## src/rtl/hanging_plotter_segment_planner_unit_assert.svh

```systemverilog
// assertion macros for the segment planner
`ifndef HANGING_PLOTTER_SEGMENT_PLANNER_UNIT_ASSERT_SVH
`define HANGING_PLOTTER_SEGMENT_PLANNER_UNIT_ASSERT_SVH
`ifndef SYNTHESIS
`define HPSP_ASSERT(label, clk, rstn, prop) \
  label: assert property (@(posedge clk) disable iff (!rstn) prop) \
    else $error("assertion failed");
`define HPSP_ASSERT_RST(label, clk, prop) \
  label: assert property (@(posedge clk) prop) else $error("assertion failed");
`else
`define HPSP_ASSERT(label, clk, rstn, prop)
`define HPSP_ASSERT_RST(label, clk, prop)
`endif
`endif

```

## src/rtl/hpsp_pkg.sv

```systemverilog
// types and constants of the segment planner
`default_nettype none
package hpsp_pkg;
  localparam int unsigned CoordFull = 65535;
  localparam logic [30:0] LenMax = 31'h7fffffff;
  localparam logic [31:0] IntervalMax = 32'hffffffff;

  typedef enum logic [2:0] {
    RegSpan = 3'd0, RegLeft = 3'd1, RegTop = 3'd2, RegHeight = 3'd3,
    RegExtent = 3'd4, RegSteps = 3'd5, RegBase = 3'd6, RegNone = 3'd7
  } reg_idx_e;

  typedef struct packed {
    logic        mode;
    logic [15:0] x_pos;
    logic [15:0] y_pos;
  } in_beat_t;

  typedef struct packed {
    logic [30:0] left_steps;
    logic        left_pull;
    logic [30:0] right_steps;
    logic        right_pull;
    logic [31:0] left_interval_us;
    logic [31:0] right_interval_us;
    logic [30:0] new_left_length;
    logic [30:0] new_right_length;
  } out_beat_t;

  typedef struct packed {
    logic start;
    logic busy;
    logic done;
  } unit_ctl_t;
endpackage
`default_nettype wire

```

## src/rtl/hanging_plotter_segment_planner_unit.sv

```systemverilog
// segment planner top level: registers, sequencer and shared serial units
// the serial multiplier, square root and divider are shared by both belts
// one beat is planned at a time; a new beat is taken while a result waits
// reset: registers to defaults, belt lengths to zero, sequencer idle, no result held
`default_nettype none
`include "hanging_plotter_segment_planner_unit_assert.svh"
module hanging_plotter_segment_planner_unit import hpsp_pkg::*; #(
  parameter int unsigned FRACTION_BITS = 16
) (
  input  wire logic        clk_i,
  input  wire logic        rst_ni,
  input  wire logic        psel,
  input  wire logic        penable,
  input  wire logic        pwrite,
  input  wire logic [4:0]  paddr,
  input  wire logic [31:0] pwdata,
  output logic [31:0]      prdata,
  output logic             pready,
  input  wire logic        in_valid_i,
  output logic             in_ready_o,
  input  wire in_beat_t    in_data_i,
  output logic             out_valid_o,
  input  wire logic        out_ready_i,
  output out_beat_t        out_data_o
);
  localparam int unsigned F = FRACTION_BITS;
  localparam int unsigned PW = 16 + F + 2;      // signed offset width
  localparam int unsigned MW = PW - 1;          // magnitude width
  localparam int unsigned RW = MW + 1;          // sqrt result width
  localparam int unsigned SH = F + 16;
  localparam int unsigned MBW = (RW > 32) ? RW : 32;

  typedef enum logic [12:0] {
    StIdle = 13'h0001, StScX = 13'h0002, StScXw = 13'h0004, StScY = 13'h0008,
    StScYw = 13'h0010, StOff = 13'h0020, StSqH = 13'h0040, StSqV = 13'h0080,
    StRoot = 13'h0100, StLen = 13'h0200, StDiff = 13'h0400, StDiv = 13'h0800,
    StOut = 13'h1000
  } state_e;

  state_e st_q;
  logic [15:0] span_q, left_q, top_q, height_q, extent_q, base_q;
  logic [31:0] spm_q;
  logic [30:0] len_l_q, len_r_q, nl_q, nr_q;
  in_beat_t in_q;
  logic [F+15:0] px_q, py_q;
  logic [PW-1:0] v_q;
  logic side_q, sqphase_q;
  logic [2*RW-1:0] hh_q, sq_n;
  logic out_valid_q;
  out_beat_t out_q, res_q;
  reg_idx_e widx, ridx;

  // shared units
  logic mul_start, mul_done, sq_start, sq_done, dv_start, dv_done;
  logic [63:0] mul_a;
  logic [MBW-1:0] mul_b;
  logic [63+MBW:0] mul_p;
  logic [RW-1:0] sq_r;
  logic [63:0] dv_n, dv_q;
  logic [31:0] dv_d;
  unit_ctl_t ctl;

  hpsp_serial_mul #(.AW(64), .BW(MBW)) u_mul (
    .clk_i, .rst_ni, .start_i(mul_start), .a_i(mul_a), .b_i(mul_b),
    .done_o(mul_done), .p_o(mul_p)
  );
  hpsp_serial_sqrt #(.RW(RW)) u_sqrt (
    .clk_i, .rst_ni, .start_i(sq_start), .n_i(sq_n), .done_o(sq_done), .r_o(sq_r)
  );
  hpsp_serial_div #(.NW(64), .DW(32)) u_div (
    .clk_i, .rst_ni, .start_i(dv_start), .n_i(dv_n), .d_i(dv_d),
    .done_o(dv_done), .q_o(dv_q)
  );

  assign pready = 1'b1;
  assign widx = reg_idx_e'(paddr[4:2]);
  assign ridx = reg_idx_e'(paddr[4:2]);
  always_comb begin
    case (ridx)
      RegSpan:   prdata = {16'd0, span_q};
      RegLeft:   prdata = {16'd0, left_q};
      RegTop:    prdata = {16'd0, top_q};
      RegHeight: prdata = {16'd0, height_q};
      RegExtent: prdata = {16'd0, extent_q};
      RegSteps:  prdata = spm_q;
      RegBase:   prdata = {16'd0, base_q};
      default:   prdata = '0;
    endcase
  end

  // step arithmetic
  logic [31:0] dl, dr, ls, rs, more, fewer;
  logic l_more;
  always_comb begin
    dl = {1'b0, nl_q} - {1'b0, len_l_q};
    dr = {1'b0, nr_q} - {1'b0, len_r_q};
    ls = dl[31] ? -dl : dl;
    rs = dr[31] ? -dr : dr;
    l_more = ls > rs;
    more = l_more ? ls : rs;
    fewer = l_more ? rs : ls;
  end

  // length from root times steps per mm
  logic [30:0] len_sat;
  always_comb begin
    if (mul_p[63+MBW:SH] > (64+MBW-SH)'(LenMax)) len_sat = LenMax;
    else len_sat = mul_p[SH+30:SH];
  end

  // offsets
  logic [PW-1:0] hl, hr, vv, hsel;
  logic [F+15:0] px_n;
  always_comb begin
    hl = PW'({left_q, F'(0)}) + PW'(px_q);
    hr = PW'({span_q, F'(0)}) - PW'({left_q, F'(0)}) - PW'(px_q);
    vv = PW'({top_q, F'(0)}) + PW'({height_q, F'(0)}) - PW'(py_q);
    hsel = side_q ? hr : hl;
    px_n = (F+16)'(dv_q);
  end

  logic [MW-1:0] hmag, vmag;
  assign hmag = hsel[PW-1] ? MW'(-hsel) : MW'(hsel);
  assign vmag = v_q[PW-1] ? MW'(-v_q) : MW'(v_q);

  // sum of squares, v^2 straight from the multiplier
  assign sq_n = hh_q + (2*RW)'(mul_p);

  always_comb begin
    mul_start = 1'b0;
    mul_a = '0;
    mul_b = '0;
    sq_start = 1'b0;
    dv_start = 1'b0;
    dv_n = '0;
    dv_d = 32'(CoordFull);
    case (st_q)
      StScX: begin
        mul_start = 1'b1;
        mul_a = 64'(in_q.x_pos);
        mul_b = MBW'(extent_q);
      end
      StScY: begin
        mul_start = 1'b1;
        mul_a = 64'(in_q.y_pos);
        mul_b = MBW'(extent_q);
      end
      StOff: begin
        mul_start = 1'b1;
        mul_a = 64'(hmag);
        mul_b = MBW'(hmag);
      end
      StSqH: if (mul_done) begin
        mul_start = 1'b1;
        mul_a = 64'(vmag);
        mul_b = MBW'(vmag);
      end
      StSqV: if (mul_done) sq_start = 1'b1;
      StRoot: if (sq_done) begin
        mul_start = 1'b1;
        mul_a = 64'(sq_r);
        mul_b = MBW'(spm_q);
      end
      StDiff: begin
        dv_start = in_q.mode && fewer != '0;
        dv_n = 64'(base_q) * 64'(more);
        dv_d = fewer;
      end
      default: ;
    endcase
    if (st_q == StScXw && mul_done) begin
      dv_start = 1'b1;
      dv_n = 64'(mul_p[31:0]) << F;
    end
    if (st_q == StScYw && mul_done) begin
      dv_start = 1'b1;
      dv_n = 64'(mul_p[31:0]) << F;
    end
  end

  assign ctl.start = in_valid_i && in_ready_o;
  assign ctl.busy = st_q != StIdle;
  assign ctl.done = st_q == StOut;

  assign in_ready_o = st_q == StIdle;

  logic [31:0] slow;
  assign slow = (fewer == '0) ? IntervalMax :
                ((dv_q[63:32] != '0) ? IntervalMax : dv_q[31:0]);

  always_ff @(posedge clk_i or negedge rst_ni) begin
    if (!rst_ni) begin
      st_q <= StIdle;
      span_q <= 16'd2000;
      left_q <= '0;
      top_q <= '0;
      height_q <= 16'd1000;
      extent_q <= 16'd1000;
      spm_q <= 32'd65536;
      base_q <= 16'd500;
      len_l_q <= '0;
      len_r_q <= '0;
      out_valid_q <= 1'b0;
      side_q <= 1'b0;
      sqphase_q <= 1'b0;
    end else begin
      if (psel && penable && pwrite) begin
        case (widx)
          RegSpan:   span_q <= pwdata[15:0];
          RegLeft:   left_q <= pwdata[15:0];
          RegTop:    top_q <= pwdata[15:0];
          RegHeight: height_q <= pwdata[15:0];
          RegExtent: extent_q <= pwdata[15:0];
          RegSteps:  spm_q <= pwdata;
          RegBase:   base_q <= pwdata[15:0];
          default: ;
        endcase
      end
      if (st_q == StOut && (!out_valid_q || out_ready_i)) out_valid_q <= 1'b1;
      else if (out_ready_i) out_valid_q <= 1'b0;
      case (st_q)
        StIdle: if (ctl.start) st_q <= in_data_i.mode ? StScX : StOff;
        StScX:  st_q <= StScXw;
        StScXw: if (mul_done) st_q <= StScY;
        StScY:  if (dv_done) st_q <= StScYw;
        StScYw: if (mul_done) st_q <= StRoot;
        StOff:  st_q <= StSqH;
        StSqH:  if (mul_done) st_q <= StSqV;
        StSqV:  if (mul_done) st_q <= StRoot;
        StRoot: begin
          if (sqphase_q && dv_done) begin
            sqphase_q <= 1'b0;
            st_q <= StOff;
          end
          if (sq_done) st_q <= StLen;
        end
        StLen: if (mul_done) begin
          if (side_q) begin
            side_q <= 1'b0;
            st_q <= StDiff;
          end else begin
            side_q <= 1'b1;
            st_q <= StOff;
          end
        end
        StDiff: st_q <= (in_q.mode && fewer != '0) ? StDiv : StOut;
        StDiv:  if (dv_done) st_q <= StOut;
        StOut: if (!out_valid_q || out_ready_i) begin
          len_l_q <= nl_q;
          len_r_q <= nr_q;
          st_q <= StIdle;
        end
        default: st_q <= StIdle;
      endcase
      if (st_q == StScYw && mul_done) sqphase_q <= 1'b1;
    end
  end

  always_ff @(posedge clk_i) begin
    if (ctl.start) begin
      in_q <= in_data_i;
      px_q <= {in_data_i.x_pos, F'(0)};
      py_q <= {in_data_i.y_pos, F'(0)};
    end
    if (st_q == StScY && dv_done) px_q <= px_n;
    if (st_q == StRoot && sqphase_q && dv_done) py_q <= px_n;
    if (st_q == StOff) v_q <= vv;
    if (st_q == StSqH && mul_done) hh_q <= (2*RW)'(mul_p);
    if (st_q == StLen && mul_done) begin
      if (side_q) nr_q <= len_sat;
      else nl_q <= len_sat;
    end
    if (st_q == StDiff) begin
      res_q.new_left_length <= nl_q;
      res_q.new_right_length <= nr_q;
      if (in_q.mode) begin
        res_q.left_steps <= ls[30:0];
        res_q.right_steps <= rs[30:0];
        res_q.left_pull <= dl[31];
        res_q.right_pull <= dr[31];
        res_q.left_interval_us <= l_more ? 32'(base_q) : IntervalMax;
        res_q.right_interval_us <= l_more ? IntervalMax : 32'(base_q);
      end else begin
        res_q.left_steps <= '0;
        res_q.right_steps <= '0;
        res_q.left_pull <= 1'b0;
        res_q.right_pull <= 1'b0;
        res_q.left_interval_us <= '0;
        res_q.right_interval_us <= '0;
      end
    end
    if (st_q == StDiv && dv_done) begin
      if (l_more) res_q.right_interval_us <= slow;
      else res_q.left_interval_us <= slow;
    end
    if (st_q == StOut && (!out_valid_q || out_ready_i)) out_q <= res_q;
  end

  assign out_valid_o = out_valid_q;
  assign out_data_o = out_q;

  `HPSP_ASSERT(a_ready_idle, clk_i, rst_ni, in_ready_o |-> !ctl.done)
  `HPSP_ASSERT(a_out_hold, clk_i, rst_ni, out_valid_o && !out_ready_i |=> out_valid_o)
  `HPSP_ASSERT(a_busy_no_accept, clk_i, rst_ni, ctl.busy |-> !in_ready_o)
endmodule
`default_nettype wire

```

## src/rtl/hpsp_serial_mul.sv

```systemverilog
// bit-serial unsigned multiplier, one multiplier bit per cycle
`default_nettype none
module hpsp_serial_mul import hpsp_pkg::*; #(
  parameter int unsigned AW = 64,
  parameter int unsigned BW = 32
) (
  input  wire logic             clk_i,
  input  wire logic             rst_ni,
  input  wire logic             start_i,
  input  wire logic [AW-1:0]    a_i,
  input  wire logic [BW-1:0]    b_i,
  output logic                  done_o,
  output logic [AW+BW-1:0]      p_o
);
  localparam int unsigned CW = $clog2(BW + 1);
  logic [AW+BW-1:0] acc_q, acc_d;
  logic [AW-1:0] a_q;
  logic [BW-1:0] b_q;
  logic [CW-1:0] cnt_q;
  logic run_q, done_q;
  logic [AW:0] top;

  always_comb begin
    top = {1'b0, acc_q[AW+BW-1:BW]} + (b_q[0] ? {1'b0, a_q} : '0);
    acc_d = {top, acc_q[BW-1:1]};
  end

  always_ff @(posedge clk_i or negedge rst_ni) begin
    if (!rst_ni) begin
      run_q <= 1'b0;
      done_q <= 1'b0;
      cnt_q <= '0;
    end else begin
      done_q <= 1'b0;
      if (start_i) begin
        run_q <= 1'b1;
        cnt_q <= CW'(BW);
      end else if (run_q) begin
        cnt_q <= cnt_q - 1'b1;
        if (cnt_q == CW'(1)) begin
          run_q <= 1'b0;
          done_q <= 1'b1;
        end
      end
    end
  end

  always_ff @(posedge clk_i) begin
    if (start_i) begin
      acc_q <= '0;
      a_q <= a_i;
      b_q <= b_i;
    end else if (run_q) begin
      acc_q <= acc_d;
      b_q <= b_q >> 1;
    end
  end

  assign done_o = done_q;
  assign p_o = acc_q;
endmodule
`default_nettype wire

```

## src/rtl/hpsp_serial_div.sv

```systemverilog
// restoring divider, one quotient bit per cycle
`default_nettype none
module hpsp_serial_div import hpsp_pkg::*; #(
  parameter int unsigned NW = 64,
  parameter int unsigned DW = 32
) (
  input  wire logic          clk_i,
  input  wire logic          rst_ni,
  input  wire logic          start_i,
  input  wire logic [NW-1:0] n_i,
  input  wire logic [DW-1:0] d_i,
  output logic               done_o,
  output logic [NW-1:0]      q_o
);
  localparam int unsigned CW = $clog2(NW + 1);
  logic [NW-1:0] q_q;
  logic [DW-1:0] r_q, d_q;
  logic [CW-1:0] cnt_q;
  logic run_q, done_q;
  logic [DW:0] sh, diff;

  always_comb begin
    sh = {r_q, q_q[NW-1]};
    diff = sh - {1'b0, d_q};
  end

  always_ff @(posedge clk_i or negedge rst_ni) begin
    if (!rst_ni) begin
      run_q <= 1'b0;
      done_q <= 1'b0;
      cnt_q <= '0;
    end else begin
      done_q <= 1'b0;
      if (start_i) begin
        run_q <= 1'b1;
        cnt_q <= CW'(NW);
      end else if (run_q) begin
        cnt_q <= cnt_q - 1'b1;
        if (cnt_q == CW'(1)) begin
          run_q <= 1'b0;
          done_q <= 1'b1;
        end
      end
    end
  end

  always_ff @(posedge clk_i) begin
    if (start_i) begin
      q_q <= n_i;
      r_q <= '0;
      d_q <= d_i;
    end else if (run_q) begin
      if (!diff[DW]) begin
        r_q <= diff[DW-1:0];
        q_q <= {q_q[NW-2:0], 1'b1};
      end else begin
        r_q <= sh[DW-1:0];
        q_q <= {q_q[NW-2:0], 1'b0};
      end
    end
  end

  assign done_o = done_q;
  assign q_o = q_q;
endmodule
`default_nettype wire

```

## src/rtl/hpsp_serial_sqrt.sv

```systemverilog
// digit-by-digit integer square root, one result bit per cycle
`default_nettype none
module hpsp_serial_sqrt import hpsp_pkg::*; #(
  parameter int unsigned RW = 33
) (
  input  wire logic            clk_i,
  input  wire logic            rst_ni,
  input  wire logic            start_i,
  input  wire logic [2*RW-1:0] n_i,
  output logic                 done_o,
  output logic [RW-1:0]        r_o
);
  localparam int unsigned CW = $clog2(RW + 1);
  logic [2*RW-1:0] n_q;
  logic [RW+1:0] rem_q, trial, sh;
  logic [RW-1:0] r_q;
  logic [CW-1:0] cnt_q;
  logic run_q, done_q;

  always_comb begin
    sh = {rem_q[RW-1:0], n_q[2*RW-1:2*RW-2]};
    trial = sh - {r_q, 2'b01};
  end

  always_ff @(posedge clk_i or negedge rst_ni) begin
    if (!rst_ni) begin
      run_q <= 1'b0;
      done_q <= 1'b0;
      cnt_q <= '0;
    end else begin
      done_q <= 1'b0;
      if (start_i) begin
        run_q <= 1'b1;
        cnt_q <= CW'(RW);
      end else if (run_q) begin
        cnt_q <= cnt_q - 1'b1;
        if (cnt_q == CW'(1)) begin
          run_q <= 1'b0;
          done_q <= 1'b1;
        end
      end
    end
  end

  always_ff @(posedge clk_i) begin
    if (start_i) begin
      n_q <= n_i;
      rem_q <= '0;
      r_q <= '0;
    end else if (run_q) begin
      n_q <= n_q << 2;
      if (!trial[RW+1]) begin
        rem_q <= trial;
        r_q <= {r_q[RW-2:0], 1'b1};
      end else begin
        rem_q <= sh;
        r_q <= {r_q[RW-2:0], 1'b0};
      end
    end
  end

  assign done_o = done_q;
  assign r_o = r_q;
endmodule
`default_nettype wire

```

## config.mk

```make
export PLATFORM = sky130hd
export DESIGN_NAME = hanging_plotter_segment_planner_unit
export DESIGN_NICKNAME = d
export VERILOG_FILES = /design/src/rtl/hpsp_pkg.sv /design/src/rtl/hanging_plotter_segment_planner_unit.sv /design/src/rtl/hpsp_serial_mul.sv /design/src/rtl/hpsp_serial_div.sv /design/src/rtl/hpsp_serial_sqrt.sv
export VERILOG_INCLUDE_DIRS = /design/src /design/src/rtl
export SDC_FILE = /design/constraint.sdc
export NUM_CORES = 2
export LEC_CHECK = 0
export ABC_AREA = 1
export BUFFER_PORTS_ARGS = -buffer_cell sky130_fd_sc_hd__buf_2
export CORE_UTILIZATION = 50
export CTS_BUF_LIST = sky130_fd_sc_hd__clkbuf_8
export DETAILED_ROUTE_END_ITERATION = 6
export HOLD_SLACK_MARGIN = 0.15
export PLACE_DENSITY_LB_ADDON = 0.05
export SETUP_SLACK_MARGIN = 0.02
export SYNTH_ARGS = -nofsm -noshare
export SYNTH_HDL_FRONTEND = slang
export SYNTH_SLANG_ARGS = --single-unit
```

## constraint.sdc

```tcl
create_clock -name clk_i -period 26 [get_ports clk_i]
set_input_delay 0 -clock clk_i [delete_from_list [all_inputs] [get_ports clk_i]]
set_output_delay 0 -clock clk_i [all_outputs]
set_load 0.005 [all_outputs]
```

==> flow_summary.toml <==
[job]
drv_cap = 0

[global_route]
use_met3_pct = 5.446
antenna_found_initial = 12
use_met2_pct = 52.14
grt_busiest_layer = "met2"
grt_max_degree = 126
grt_pass1_vias = 72200
grt_pass1_wl_mm = 436.2
grt_usage_pct = 32.77
overflow = 0
met1_usage_pct = 44.46

[min_path]
hold_class = "in2async"

[route]
drt_iter0_drc = 6706
drc = 2
routed_wl_mm = 288.9
wl_per_cell_um = 21.54
vias = 74344
postRouteAntennaNets = 0
via_per_inst = 5.543
dr.pass1.iters = 7

[clock_network]
cts_root_buf = "clkbuf_8"
cts.htree.levels = 4
cts_resized = 0
path_clk_slew_ns = 0.07
clock_sinks = 1301
tritoncts = "yes"
cts_setup_buffers = 0
cts_buffers = 221
clk_latency_ns = 1.02
clockBufferDepth = 3

[power_and_ir_drop]
p_leak_uw = 0.04576
ir_worst_vdd_mv = 0.08310
powerDensity_nw_per_um2 = 72.00

[finish]
postLayoutCellArea_um2 = 97630
drive_gt1_share_pct = 8.031
nFillCells = 15978
area_delta_synth_final_pct = 11.91
fin_nets = 11868

[sta]
period_share_pct = 55.67
tightest_slew_ns = 1.192
period_needed_ns = 14.47
max_freq_ghz = 0.06909
drv_slew = 0
clock_skew_ns = 0.06104
holdWs_ns = 0.2579
rsz0062_at_grt = "false"
setup_viol = 0
hold_viol = 0
relSlewSlack_pct = 20.37
tns_ns = 0
final.setup.worst_slack_ns = 11.53

[synth]
ys_seq_area_share_pct = 40.49
yosys-top-cells-count = "2327 x nand2_1, 1743 x inv_1, 971 x nor2_1"
yosys_warnings = 0
synth_fp_nets = 11408
synth-main-ff-cell = "edfxtp_1"
ys_ff_latch = 1301
yosysTopAreaCellShare_pct = 27.81
netlist_top_cells_area = "edfxtp_1 28%, fa_1 10%, nand2_1 10%"
yosysMostFrequentCell = "nand2_1"
synth_top_cell_by_area = "edfxtp_1"
synth-edff-count = 808
synth_async_sr_flop_share_pct = 17.76
synth_cells = 10439
netlist_area_um2 = 87240
synth_cell_types = 64
syn_area_per_cell_um2 = 8.357

[place]
routabilityCongestion = 0.9707
place_area_um2 = 91010
port_buffers = 298
dp_hpwl_mm = 218.8
pre_cts_ws_ns = 11.96

[worst_setup_path]
worst-endpoint-required_ns = 26.73
cp.arrival_ns = 15.21
startpoint = "nl_q[0]"
crit_path_max_fanout = 49
critPathLaunchType = "flop"
slowest_stage = "clkinv_1"
r2r-start = "nl_q[0]"
cpMostUsedCell = "nand2_1"
worst-setup-path-type = "reg2reg"
max_stage_delay_ns = 0.59
critical_path.endpoint_type = "flop"

[die]
coreArea_um2 = 172500
core.rowCount = 152
start_util_pct = 50.57
ios = 302
dieArea_um2 = 176100
die_x_um = 419.7
die_y_um = 419.7

[outcome]
violations = "DRC"
status = "finished, violations left"
-- metal layers --
metal,vias up,share of wire (%)
met5,-,0.026
met4,2,4.4
met3,570,7.5
met2,2994,45
met1,35828,43
li1,34950,-
-- path summary, 6_finish.rpt --
path / endpoint / slack, ns / cells after the start
worst max-delay path: u_div.q_o[40] / 11.53 / 64
worst min-delay path: len_l_q[1] / 0.26 / 4
worst max register to register: u_div.q_o[40] / 11.53 / 64
worst min register to register: out_data_o[151] / 0.41 / 0
max in group asynchronous: base_q[9] / 24.03 / 5
min in group clk_i: extent_q[3] / 0.26 / 6
-- flip-flops by register name, summed over array words and instances (netlist names), 32 cells and up --
signal        flops
u_div.q_o        64
u_div.r_q        32
hh_q             68
spm_q            32
res_q           190
u_mul.p_o        98
u_sqrt.n_q       68
u_mul.b_q        33
in_q             33
out_data_o      190
u_sqrt.r_o       34
u_mul.a_q        34
px_q             32
py_q             32
v_q              34
u_sqrt.rem_q     34
u_div.d_q        32
-- cell families after synthesis --
group,after synthesis,share of synthesized area (%)
xor gates and xnor gates,315,3.171
buffers and inverters,2140,9.401
and+or+nand+nor,4103,19.36
other,1,0.004299
adders and majority gates,892,16.59
AOI/OAI and AO/OA,1687,10.99
DFF,1301,40.49
-- report_power, final --
| group | internal (µW) | switching [µW] |
|---|---|---|
| sequential | 2510 | 258 |
| clock | 1030 | 917 |
| combinational | 791 | 1520 |
-- cell usage in the layout, fill, tap and decap left out, types with 187 or more instances in the layout --
master,count
buf_2,297
edfxtp_1,808
clkbuf_8,258
ha_1,451
dfxtp_1,262
dfrtp_1,204
nor2_1,960
inv_1,1798
nand3_1,402
o21ai_0,614
fa_1,441
nand2_1,2322
a21oi_1,601
xor2_1,193
dlygate4sd3_1,187
-- per-stage QoR --
stage	utilization [%]	instances	total power, µW
after floorplan	-	10439	4314
after global placement	52.76	12798	5006
after detailed placement	52.76	12798	5045
after CTS	56.59	13405	7035
after global routing	56.59	13410	7445
final	56.60	13413	7030
-- layout make-up --
type | instances | area (µm²) | area share, %
Tap cell | 2310 | 2890 | 2.961
Clock inverter | 161 | 1144 | 1.171
Clock buffer | 258 | 3551 | 3.637
Multi-Input combinational cell | 6998 | 43870 | 44.94
Timing Repair Buffer | 570 | 4031 | 4.129
Antenna cell | 8 | 20.02 | 0.02051
Inverter | 1807 | 6798 | 6.963
Sequential cell | 1301 | 35320 | 36.18
-- worst max-delay path: cells and delay by family, from the launching register on --
family	cells	cell delay, ns
fa+ha+maj	10	4.50
xor+xnor	1	0.42
simple gates	33	4.36
compound gates	8	2.00
flops	1	0.41
buf+inv	12	2.44
-- repair_timing --
| action | CTS | global route |
|---|---|---|
| endpoints found under the setup margin | 0 | 0 |
| hold buffers | 188 | 0 |
| hold endpoints to repair | 459 | 0 |
No activity file was read; power rests on OpenSTA's default activity.
